### src/design/totp_pkg.sv
// ----------------------------------------------------------------------------
// totp_pkg
// Shared types, constants and SHA-1 round helpers for the TOTP verifier.
// ----------------------------------------------------------------------------
package totp_pkg;

  // sha-1 geometry
  localparam int WordBits   = 32;
  localparam int BlockWords = 16;
  localparam int Rounds     = 80;
  localparam int RoundBits  = $clog2(Rounds);

  // totp constants
  localparam int unsigned StepSeconds = 30;
  localparam int unsigned CodeModulus = 1000000;
  localparam logic [31:0] TruncMask   = 32'h7fff_ffff;
  localparam logic [3:0]  OffsetMask  = 4'hf;

  // reciprocal of the step length, ceil(2^26 / 30), exact for 21-bit digits
  localparam int unsigned StepRecip = 2236963;
  localparam int          StepShift = 26;

  // configuration register indexes
  localparam logic [1:0] RegKeyHead   = 2'd0;
  localparam logic [1:0] RegKeyTail   = 2'd1;
  localparam logic [1:0] RegSkewLimit = 2'd2;

  // sha-1 initial chaining value
  localparam logic [159:0] Sha1Iv =
    160'h67452301_efcdab89_98badcfe_10325476_c3d2e1f0;

  // compression engine states
  typedef enum logic [1:0] {
    SHA_IDLE,
    SHA_RUN,
    SHA_DONE
  } sha_state_t;

  // verifier control states
  typedef enum logic [2:0] {
    ST_IDLE,
    ST_DIV,
    ST_LAUNCH,
    ST_HASH,
    ST_MOD,
    ST_CHECK,
    ST_DONE
  } ctl_state_t;

  // round function by round number
  function automatic logic [31:0] sha1_f(input logic [RoundBits-1:0] r,
                                         input logic [31:0] b,
                                         input logic [31:0] c,
                                         input logic [31:0] d);
    logic [31:0] f;
    if (r < 7'd20) begin
      f = (b & c) | (~b & d);
    end else if (r < 7'd40) begin
      f = b ^ c ^ d;
    end else if (r < 7'd60) begin
      f = (b & c) | (b & d) | (c & d);
    end else begin
      f = b ^ c ^ d;
    end
    return f;
  endfunction

  // round constant by round number
  function automatic logic [31:0] sha1_k(input logic [RoundBits-1:0] r);
    logic [31:0] k;
    if (r < 7'd20) begin
      k = 32'h5a827999;
    end else if (r < 7'd40) begin
      k = 32'h6ed9eba1;
    end else if (r < 7'd60) begin
      k = 32'h8f1bbcdc;
    end else begin
      k = 32'hca62c1d6;
    end
    return k;
  endfunction

endpackage

### src/design/totp_wcell.sv
// ----------------------------------------------------------------------------
// totp_wcell
// One word of the SHA-1 message schedule window; loads or takes its neighbor.
// ----------------------------------------------------------------------------
module totp_wcell
  import totp_pkg::*;
(
  input  logic                clk,
  input  logic                load,
  input  logic [WordBits-1:0] load_word,
  input  logic                shift,
  input  logic [WordBits-1:0] shift_in,
  output logic [WordBits-1:0] word
);

  // word register
  always_ff @(posedge clk) begin
    if (load) begin
      word <= load_word;
    end else if (shift) begin
      word <= shift_in;
    end
  end

endmodule

### src/design/totp_sha1_core.sv
// ----------------------------------------------------------------------------
// totp_sha1_core
// SHA-1 compression of one block, one round per cycle over a chain of
// sixteen schedule cells.
// ----------------------------------------------------------------------------
module totp_sha1_core
  import totp_pkg::*;
(
  input  logic           clk,
  input  logic           rst,
  input  logic           start,
  input  logic [511:0]   block,
  input  logic [159:0]   h_in,
  output logic           done,
  output logic [159:0]   h_out
);

  sha_state_t           state, state_next;
  logic [RoundBits-1:0] round;
  logic [31:0]          a, b, c, d, e;
  logic [159:0]         h_save;
  logic [31:0]          w_out [BlockWords];
  logic [31:0]          w_in  [BlockWords];
  logic [31:0]          w_new;
  logic [31:0]          t_sum;
  logic                 load, shift;

  // schedule extension and round sum
  assign w_new = {w_out[13][30:0] ^ w_out[8][30:0] ^ w_out[2][30:0] ^ w_out[0][30:0],
                  w_out[13][31] ^ w_out[8][31] ^ w_out[2][31] ^ w_out[0][31]};
  assign t_sum = {a[26:0], a[31:27]} + sha1_f(round, b, c, d) + e
               + sha1_k(round) + w_out[0];

  // schedule cell chain
  for (genvar j = 0; j < BlockWords; j++) begin : g_cell
    if (j == BlockWords - 1) begin : g_tail
      assign w_in[j] = w_new;
    end else begin : g_mid
      assign w_in[j] = w_out[j+1];
    end
    totp_wcell u_cell (
      .clk       (clk),
      .load      (load),
      .load_word (block[511 - 32*j -: 32]),
      .shift     (shift),
      .shift_in  (w_in[j]),
      .word      (w_out[j])
    );
  end

  // next state
  always_comb begin
    state_next = state;
    unique case (state)
      SHA_IDLE: if (start) state_next = SHA_RUN;
      SHA_RUN:  if (round == RoundBits'(Rounds - 1)) state_next = SHA_DONE;
      SHA_DONE: state_next = SHA_IDLE;
      default:  state_next = SHA_IDLE;
    endcase
  end

  // outputs
  always_comb begin
    load  = (state == SHA_IDLE) && start;
    shift = (state == SHA_RUN);
    done  = (state == SHA_DONE);
  end

  assign h_out = {h_save[159:128] + a, h_save[127:96] + b, h_save[95:64] + c,
                  h_save[63:32] + d, h_save[31:0] + e};

  // state register
  always_ff @(posedge clk) begin
    if (rst) begin
      state <= SHA_IDLE;
    end else begin
      state <= state_next;
    end
  end

  // working variables
  always_ff @(posedge clk) begin
    if (load) begin
      {a, b, c, d, e} <= h_in;
      h_save          <= h_in;
      round           <= '0;
    end else if (shift) begin
      a     <= t_sum;
      b     <= a;
      c     <= {b[1:0], b[31:2]};
      d     <= c;
      e     <= d;
      round <= round + 1'b1;
    end
  end

endmodule

### src/design/totp_code_verifier_unit.sv
// ----------------------------------------------------------------------------
// totp_code_verifier_unit
// TOTP (HMAC-SHA1, 30 s step) verifier with a skew window.
// ----------------------------------------------------------------------------
// One item takes a Unix time and a six-digit code and yields one result. The
// time is divided by 30 sixteen bits a cycle by reciprocal multiplication.
// Each tried step then runs four SHA-1 compressions on the single
// round-per-cycle engine and a reduction modulo 1000000 by conditional
// subtraction plus one compare. Tries are 1 + 2 * skew limit, fewer when a
// code matches early.
// An input holding register takes the next item while one is at work, and an
// output register keeps a finished result until it is taken.
// ----------------------------------------------------------------------------
module totp_code_verifier_unit
  import totp_pkg::*;
(
  input  logic        clk,
  input  logic        rst,
  input  logic        cfg_write,
  input  logic [1:0]  cfg_index,
  input  logic [63:0] cfg_data,
  input  logic        in_valid,
  output logic        in_ready,
  input  logic [63:0] time_seconds,
  input  logic [19:0] entered_code,
  output logic        out_valid,
  input  logic        out_ready,
  output logic        code_valid,
  output logic signed [3:0] step_offset,
  output logic [19:0] expected_code
);

  ctl_state_t   state, state_next;
  logic [63:0]  key_head;
  logic [15:0]  key_tail;
  logic [2:0]   skew_limit;
  logic         hold_full;
  logic [63:0]  hold_time;
  logic [19:0]  hold_code;
  logic [63:0]  time_sh;
  logic [4:0]   rem;
  logic [31:0]  quo;
  logic [1:0]   dig_cnt;
  logic [19:0]  entered;
  logic [2:0]   skew;
  logic         neg;
  logic [1:0]   phase;
  logic [159:0] chain, inner;
  logic [30:0]  mod_val;
  logic [3:0]   mod_k;
  logic [19:0]  now_code;
  logic         res_match;
  logic [3:0]   res_off;
  logic         take;
  logic         sha_start, sha_done;
  logic [511:0] sha_block;
  logic [159:0] sha_h_in, sha_h_out;
  logic [31:0]  try_ctr;
  logic [20:0]  dig_val;
  logic [42:0]  dig_prod;
  logic [15:0]  dig_quo;
  logic [4:0]   dig_rem;
  logic [7:0]   trunc_base;
  logic [31:0]  trunc_word;
  logic [30:0]  mod_base;
  logic         code_hit;
  logic         last_try;
  logic         out_free;

  // handshakes
  assign in_ready = !hold_full;
  assign take     = (state == ST_IDLE) && hold_full;
  assign out_free = !out_valid || out_ready;

  // one 16-bit digit of the division by the step length
  assign dig_val  = {rem, time_sh[63:48]};
  assign dig_prod = {22'd0, dig_val} * 43'(StepRecip);
  assign dig_quo  = dig_prod[StepShift +: 16];
  assign dig_rem  = 5'(dig_val - {5'd0, dig_quo} * 21'(StepSeconds));

  // counter of the current try
  assign try_ctr = neg ? quo - {29'd0, skew} : quo + {29'd0, skew};

  // block for the current phase of hmac
  always_comb begin
    case (phase)
      2'd0:    sha_block = {key_head ^ {8{8'h36}}, key_tail ^ 16'h3636, {54{8'h36}}};
      2'd1:    sha_block = {32'd0, try_ctr, 8'h80, 376'd0, 64'd576};
      2'd2:    sha_block = {key_head ^ {8{8'h5c}}, key_tail ^ 16'h5c5c, {54{8'h5c}}};
      default: sha_block = {inner, 8'h80, 280'd0, 64'd672};
    endcase
  end
  assign sha_h_in = phase[0] ? chain : Sha1Iv;

  // dynamic truncation of the final digest
  assign trunc_base = 8'd159 - {1'b0, sha_h_out[3:0] & OffsetMask, 3'b000};
  assign trunc_word = sha_h_out[trunc_base -: 32] & TruncMask;

  // modulo reduction and compare
  assign mod_base = 31'(CodeModulus) << mod_k;
  assign code_hit = (mod_val[19:0] == entered) && (mod_val[30:20] == '0);
  assign last_try = (skew == skew_limit) && (neg || (skew == 3'd0));

  totp_sha1_core u_sha (
    .clk   (clk),
    .rst   (rst),
    .start (sha_start),
    .block (sha_block),
    .h_in  (sha_h_in),
    .done  (sha_done),
    .h_out (sha_h_out)
  );

  // next state
  always_comb begin
    state_next = state;
    unique case (state)
      ST_IDLE:   if (hold_full) state_next = ST_DIV;
      ST_DIV:    if (dig_cnt == 2'd3) state_next = ST_LAUNCH;
      ST_LAUNCH: state_next = ST_HASH;
      ST_HASH:   if (sha_done) state_next = (phase == 2'd3) ? ST_MOD : ST_LAUNCH;
      ST_MOD:    if (mod_k == 4'd0) state_next = ST_CHECK;
      ST_CHECK:  state_next = (code_hit || last_try) ? ST_DONE : ST_LAUNCH;
      ST_DONE:   if (out_free) state_next = ST_IDLE;
      default:   state_next = ST_IDLE;
    endcase
  end

  // outputs to the engine
  always_comb begin
    sha_start = (state == ST_LAUNCH);
  end

  // control registers
  always_ff @(posedge clk) begin
    if (rst) begin
      state      <= ST_IDLE;
      hold_full  <= 1'b0;
      out_valid  <= 1'b0;
      key_head   <= '0;
      key_tail   <= '0;
      skew_limit <= 3'd1;
    end else begin
      state <= state_next;
      if (in_valid && in_ready) begin
        hold_full <= 1'b1;
      end else if (take) begin
        hold_full <= 1'b0;
      end
      if (state == ST_DONE && out_free) begin
        out_valid <= 1'b1;
      end else if (out_ready) begin
        out_valid <= 1'b0;
      end
      if (cfg_write) begin
        unique case (cfg_index)
          RegKeyHead:   key_head   <= cfg_data;
          RegKeyTail:   key_tail   <= cfg_data[15:0];
          RegSkewLimit: skew_limit <= cfg_data[2:0];
          default:      ;
        endcase
      end
    end
  end

  // input holding register
  always_ff @(posedge clk) begin
    if (in_valid && in_ready) begin
      hold_time <= time_seconds;
      hold_code <= entered_code;
    end
  end

  // datapath
  always_ff @(posedge clk) begin
    if (take) begin
      time_sh <= hold_time;
      entered <= hold_code;
      rem     <= '0;
      dig_cnt <= '0;
      skew    <= '0;
      neg     <= 1'b0;
      phase   <= '0;
    end
    if (state == ST_DIV) begin
      rem     <= dig_rem;
      quo     <= {quo[15:0], dig_quo};
      time_sh <= {time_sh[47:0], 16'd0};
      dig_cnt <= dig_cnt + 1'b1;
    end
    if (state == ST_HASH && sha_done) begin
      phase <= phase + 1'b1;
      case (phase)
        2'd1:    inner <= sha_h_out;
        2'd3:    begin
          mod_val <= trunc_word[30:0];
          mod_k   <= 4'd11;
        end
        default: chain <= sha_h_out;
      endcase
    end
    if (state == ST_MOD) begin
      if (mod_val >= mod_base) begin
        mod_val <= mod_val - mod_base;
      end
      mod_k <= mod_k - 1'b1;
    end
    if (state == ST_CHECK) begin
      if (skew == 3'd0) begin
        now_code <= mod_val[19:0];
      end
      res_match <= code_hit;
      res_off   <= code_hit ? (neg ? 4'(-{1'b0, skew}) : {1'b0, skew}) : 4'd0;
      if (!neg && skew != 3'd0) begin
        neg <= 1'b1;
      end else begin
        neg  <= 1'b0;
        skew <= skew + 1'b1;
      end
    end
  end

  // output register
  always_ff @(posedge clk) begin
    if (state == ST_DONE && out_free) begin
      code_valid    <= res_match;
      step_offset   <= res_off;
      expected_code <= now_code;
    end
  end

  // engine only finishes while the controller waits for it
  assert property (@(posedge clk) disable iff (rst)
    sha_done |-> state == ST_HASH)
    else $error("hash engine finished outside hash wait");

  // a reduced code is always below the modulus
  assert property (@(posedge clk) disable iff (rst)
    state == ST_CHECK |-> mod_val < 31'(CodeModulus))
    else $error("code reduction incomplete");

  // a miss reports offset zero
  assert property (@(posedge clk) disable iff (rst)
    (state == ST_DONE && !res_match) |-> res_off == 4'd0)
    else $error("offset reported without a match");

  // tries never run past the skew window
  assert property (@(posedge clk) disable iff (rst)
    state == ST_CHECK |-> skew <= skew_limit)
    else $error("try beyond skew window");

endmodule

### config.mk
export PLATFORM = sky130hd
export DESIGN_NAME = totp_code_verifier_unit
export DESIGN_NICKNAME = d
export VERILOG_FILES = /design/src/design/totp_pkg.sv /design/src/design/totp_wcell.sv /design/src/design/totp_sha1_core.sv /design/src/design/totp_code_verifier_unit.sv
export SDC_FILE = /design/constraint.sdc
export NUM_CORES = 2
export LEC_CHECK = 0
export BUFFER_PORTS_ARGS = -buffer_cell sky130_fd_sc_hd__buf_2
export CAP_MARGIN = 10
export CORE_MARGIN = 5
export CORE_UTILIZATION = 42
export DETAILED_ROUTE_END_ITERATION = 6
export HOLD_SLACK_MARGIN = 0.15
export SLEW_MARGIN = 40
export SYNTH_ARGS = -nofsm -noshare
export SYNTH_HDL_FRONTEND = slang
export SYNTH_SLANG_ARGS = --single-unit
### constraint.sdc
create_clock -name clk -period 20.1 [get_ports clk]
set_input_delay 2.01 -clock clk [delete_from_list [all_inputs] [get_ports clk]]
set_output_delay 2.01 -clock clk [all_outputs]
set_load 0.005 [all_outputs]
After elaboration in Yosys (flattened, before gate mapping)
Cells that the tools add are included.

operators by class
  add/subtract/negate cells = 20
  $mul = 2
  magnitude comparators = 4
  equality and inequality tests = 24
  shift operators = 2
  muxes and demuxes = 86
  bitwise operators = 21
  reductions and logical operators = 41

operator list
  kind                      number
  $mux W32                  48
  $pmux W512 S3             1
  $add A32 B32 Y32          9
  $shiftx A191 B9 Y31       1
  $mux W160                 1
  $mux W31                  5
  $and A32 B32 Y32          4
  $mux W64                  2
  $not A32 Y32              3
  $or A32 B32 Y32           3
  $xor A31 B31 Y31          3
  $xor A32 B32 Y32          2
  $mul A21 B22 Y42 const B  1
  $mux W3                   11
  $add A32 B3 Y32           1
  $sub A32 B3 Y32           1
  $ge A31 B31 Y1            1
  $shl A20 B4 Y31 const A   1
  $sub A31 B31 Y31          1
  $pmux W3 S7               1
  $eq A20 B20 Y1            1
  $reduce_and A2 Y1         9
  $mul A16 B4 Y4 const B    1
  $not A8 Y8                2
  36 further kinds          87

storage, ports and cells
  bits in registers = 1,547
  bits of input ports = 155
  output and inout port bits = 27
  word-level logic and storage cells = 252

Logic depth before layout (Yosys ltp)
  word-level depth = 12
  gate-level depth with buffers = 29
  depth with buffers taken out = 29

Cells and area by module
Synthesis repeated with hierarchy kept, for this count alone.

second synthesis, totals
  cell total of the unflattened synthesis = 7,210
  area total of the unflattened synthesis = 88,821.4 um^2

modules (own cells, without submodules)
  module                   times used  cells an instance  area each (um^2)
  totp_code_verifier_unit  1           3,394              38,416.8
  totp_sha1_core           1           2,712              26,281.5
  totp_wcell               16          69                 1,507.7

Worst setup path after synthesis
Ideal clock, no wire load.

  kind = register -> register
  start = reg phase[1]
  end = reg chain[0] (enable)
  setup time = 875 ps
  arrival = 12,126 ps
  required time = 19,225 ps
  setup slack = 7,099 ps
  cell stages (with the launch flop) = 6
  path buffers = 3
  period minus slack after synthesis = 13,001 ps
  cell sequence = edfxtp_1 -> ha_1 -> clkbuf_1 -> clkbuf_1 -> clkbuf_1 -> nor3_1

between the ends
  word-level cells in the longest chain between the ends = 4

RTL lines
  element                                              RTL line                        text
  start: declaration                                   totp_code_verifier_unit.sv:47   logic [1:0] phase;
  start signal: assignment                             totp_code_verifier_unit.sv:192  phase <= phase + 1'b1;
  $eq A2 B2 Y1 / $eq A2 B1 Y1 (equally long branches)  totp_code_verifier_unit.sv:193  case (phase)
  $reduce_or A2 Y1 (no line) *                         n/a
  $not A1 Y1 (no line) *                               n/a
  $reduce_and A2 Y1 (no line) *                        n/a
  end signal: assignment                               totp_code_verifier_unit.sv:199  default: chain <= sha_h_out;
  end: declaration                                     totp_code_verifier_unit.sv:48   logic [159:0] chain, inner;

Mark *: on every way between the ends. The rest lies on a longest branch, timed or not.
A chain may end at the register's enable or synchronous reset.

Worst setup path in the final report
  start = reg rem[3]
  end = reg rem[4] (data pin)

between the ends
  word-level cells in the longest chain between the ends = 4

RTL lines
  element                   RTL line                        text
  start: declaration        totp_code_verifier_unit.sv:41   logic [4:0] rem;
  start signal: assignment  totp_code_verifier_unit.sv:186  rem <= dig_rem;
  $mul A21 B22 Y42          totp_code_verifier_unit.sv:77   assign dig_prod = {22'd0, dig_val} * 43'(StepRecip);
  net dig_prod[26]          totp_code_verifier_unit.sv:60   logic [42:0] dig_prod;
  $mul A16 B4 Y4            totp_code_verifier_unit.sv:79   assign dig_rem = 5'(dig_val - {5'd0, dig_quo} * 21'(StepSeconds));
  $sub A5 B5 Y5             totp_code_verifier_unit.sv:79
  $mux W5                   totp_code_verifier_unit.sv:185  if (state == ST_DIV) begin

The timed path passes the listed nets, and every way through them passes these cells.

==> flow_summary.toml <==
[run_status]
status = "finished, final reports clean"

[logic_synthesis]
synth_common_cells = "edfxtp_1 (1403), nand2_1 (734), a21oi_1 (562)"
yosys_most_used_dff = "edfxtp_1"
syn_inst = 7180
synth_area_leaders = "edfxtp_1 (50%), ha_1 (6.7%), fa_1 (4.5%)"
ys_seq_elements = 1547
yosysUniqueCellTypes = 94
yosysMostFrequentCell = "edfxtp_1"
yosysWarnings = 0
syn-cell-area_um2 = 83890
synth_nets = 7968
synth_edf_count = 1403
async_reset_ff_share_pct = 0
synth_top_area_share_pct = 50.22
yosysTopAreaCell = "edfxtp_1"
syn_avg_cell_area_um2 = 11.68
seq_area_frac_synth_pct = 53.66

[clock_network]
htree_levels = 4
numCtsBuffers = 171
ctsResizeCount = 0
clock_sinks = 1547
cts.path.max_buffers = 3
holdBufCountCts = 0
clock_latency_ns = 0.87
cts_setup_buffers = 0
cts.clk_slew.worst_paths_ns = 0.06
cts_tree = "done"
clockRootBuffer = "clkbuf_16"

[critical_path]
required_ns = 20.67
cpMostUsedCell = "ha_1"
cp_max_fo = 5
crit_family = "adder cells"
path_buf_inv = 4
critPathSlowestCell = "fa_1"
start_kind = "flop"
end_kind = "flop"
critical_path_class = "flop to flop"
max_stage_delay_ns = 0.54
cp.arrival_ns = 7.75

[timing]
max_freq_ghz = 0.1391
slew_headroom_pct = 30.85
layout_min_cycle_time_ns = 7.187
skew_ns = 0.07814
finalSetupTns_ns = 0
fin_crit_sh_pct = 35.76
worstMarginPinSlew_ns = 1.031
hold_viol = 0
rsz0062_at_grt = "no"
final_max_slew_viol_count = 0
setup_violations = 0

[detailed_routing]
drc = 0
routed_wl_um = 322100
drtPass1Iterations = 6
antenna_left = 0
wl_per_cell_um = 31.59
vias = 61204
vias_per_cell = 6.002
drt_iter0_drc = 7109

[finish]
syn2layout_area_growth_pct = 13.91
final_cells = 10198
layout.nets = 8172
drive_gt1_share_pct = 13.23

[min_path]
hold_class = "flop to flop"

[floorplanning]
fp.dieArea_um2 = 208800
die_h_um = 456.9
pin_count = 182
start_util_pct = 42.10
rows = 164
die_x_um = 456.9
core_region_area_um2 = 199200

[placed_design]
hpwl_um = 240800
place_inst = 9864
numPortBuffers = 181
gp_routability_congestion = 1.013

[global_route]
grt_pass1_vias = 59149
grt_usage_pct = 29.98
grt_pass1_wl_um = 447100
overflow = 0
grt_max_degree = 129
antenna_found_initial = 52

[job]
maxCapViolations = 0
registers in the layout, indices dropped and copies added, names as in the netlist, 31 cells and up:
name,flops
time_sh,64
u_sha.a,32
u_sha.d,32
u_sha.h_save,160
inner,160
u_sha.b,32
u_sha.e,32
mod_val,31
key_head,64
quo,32
u_sha.c,32
chain,160
u_sha.g_cell.u_cell.word,512
hold_time,64
layout by cell type, fill, tap and decap left out, types with 147 or more instances in the layout:
cell and instances:
nand2_1 733, and2_1 186, edfxtp_1 1403, clkbuf_16 173
buf_4 189, nor2_1 294, a21oi_1 558, buf_2 180
a21o_1 328, inv_1 318, ha_1 440, fa_1 185
mux2_2 147, xnor2_1 168, o21ai_0 381
area by class of cell:
class,count,area (µm²)
fill,17881,103700
sequential,1547,45010
multi-input combinational,4940,37190
clock buffer,227,4762
tap,2656,3323
timing repair buffer,397,2840
inverter,327,1236
clock inverter,90,1159
antenna,14,35.03
metrics by stage:
step	instance area, µm²	utilization [%]	hold WS (ns)	setup WS [ns]
after floorplan	83890	-	0.4003	7.099
after global placement	88950	44.64	0.4007	12.86
after detailed placement	89510	44.92	0.4045	12.80
after CTS	95430	47.89	0.4014	12.76
after global routing	95530	47.95	0.4088	12.54
final	95560	47.96	0.4042	12.91
worst reg2reg max path: cells and delay by family (launching register included):
kind	cells	cell delay (ns)
DFF	1	0.44
and+or+nand+nor	3	0.56
adders and majority gates	12	4.07
AOI/OAI and AO/OA	5	0.98
buffers and inverters	4	0.22
xor gates and xnor gates	3	0.66
kinds of logic after synthesis:
logic type / synth area share, %
AO/OA/AOI/OAI: 15.06
XOR/XNOR: 3.800
adder cells (fa/ha/maj): 11.12
buffers and inverters: 3.114
flip-flops: 53.66
multiplexers: 3.560
AND/OR/NAND/NOR: 9.688
path summary, 6_finish.rpt:
kind,from,to,slack [ns],cells after the start
max,rem[3],rem[4],12.91,27
min,res_off[3],step_offset[3],0.40,0
max reg2reg,rem[3],rem[4],12.91,27
min reg2reg,res_off[3],step_offset[3],0.40,0
metal layers:
metal | GRT usage [%] | share of wire [%] | vias to the layer above | wire, µm
li1 | - | - | 26932 | -
met1 | 38.84 | 40 | 30801 | 128000
met2 | 46.62 | 45 | 2772 | 145400
met3 | 6.891 | 8.6 | 687 | 27580
met4 | 16.59 | 6.5 | 12 | 21070
met5 | 0 | 0.030 | - | 96
Power is not shown: default switching activity piles up to over one toggle a cycle in this logic, so the estimate is an artifact.
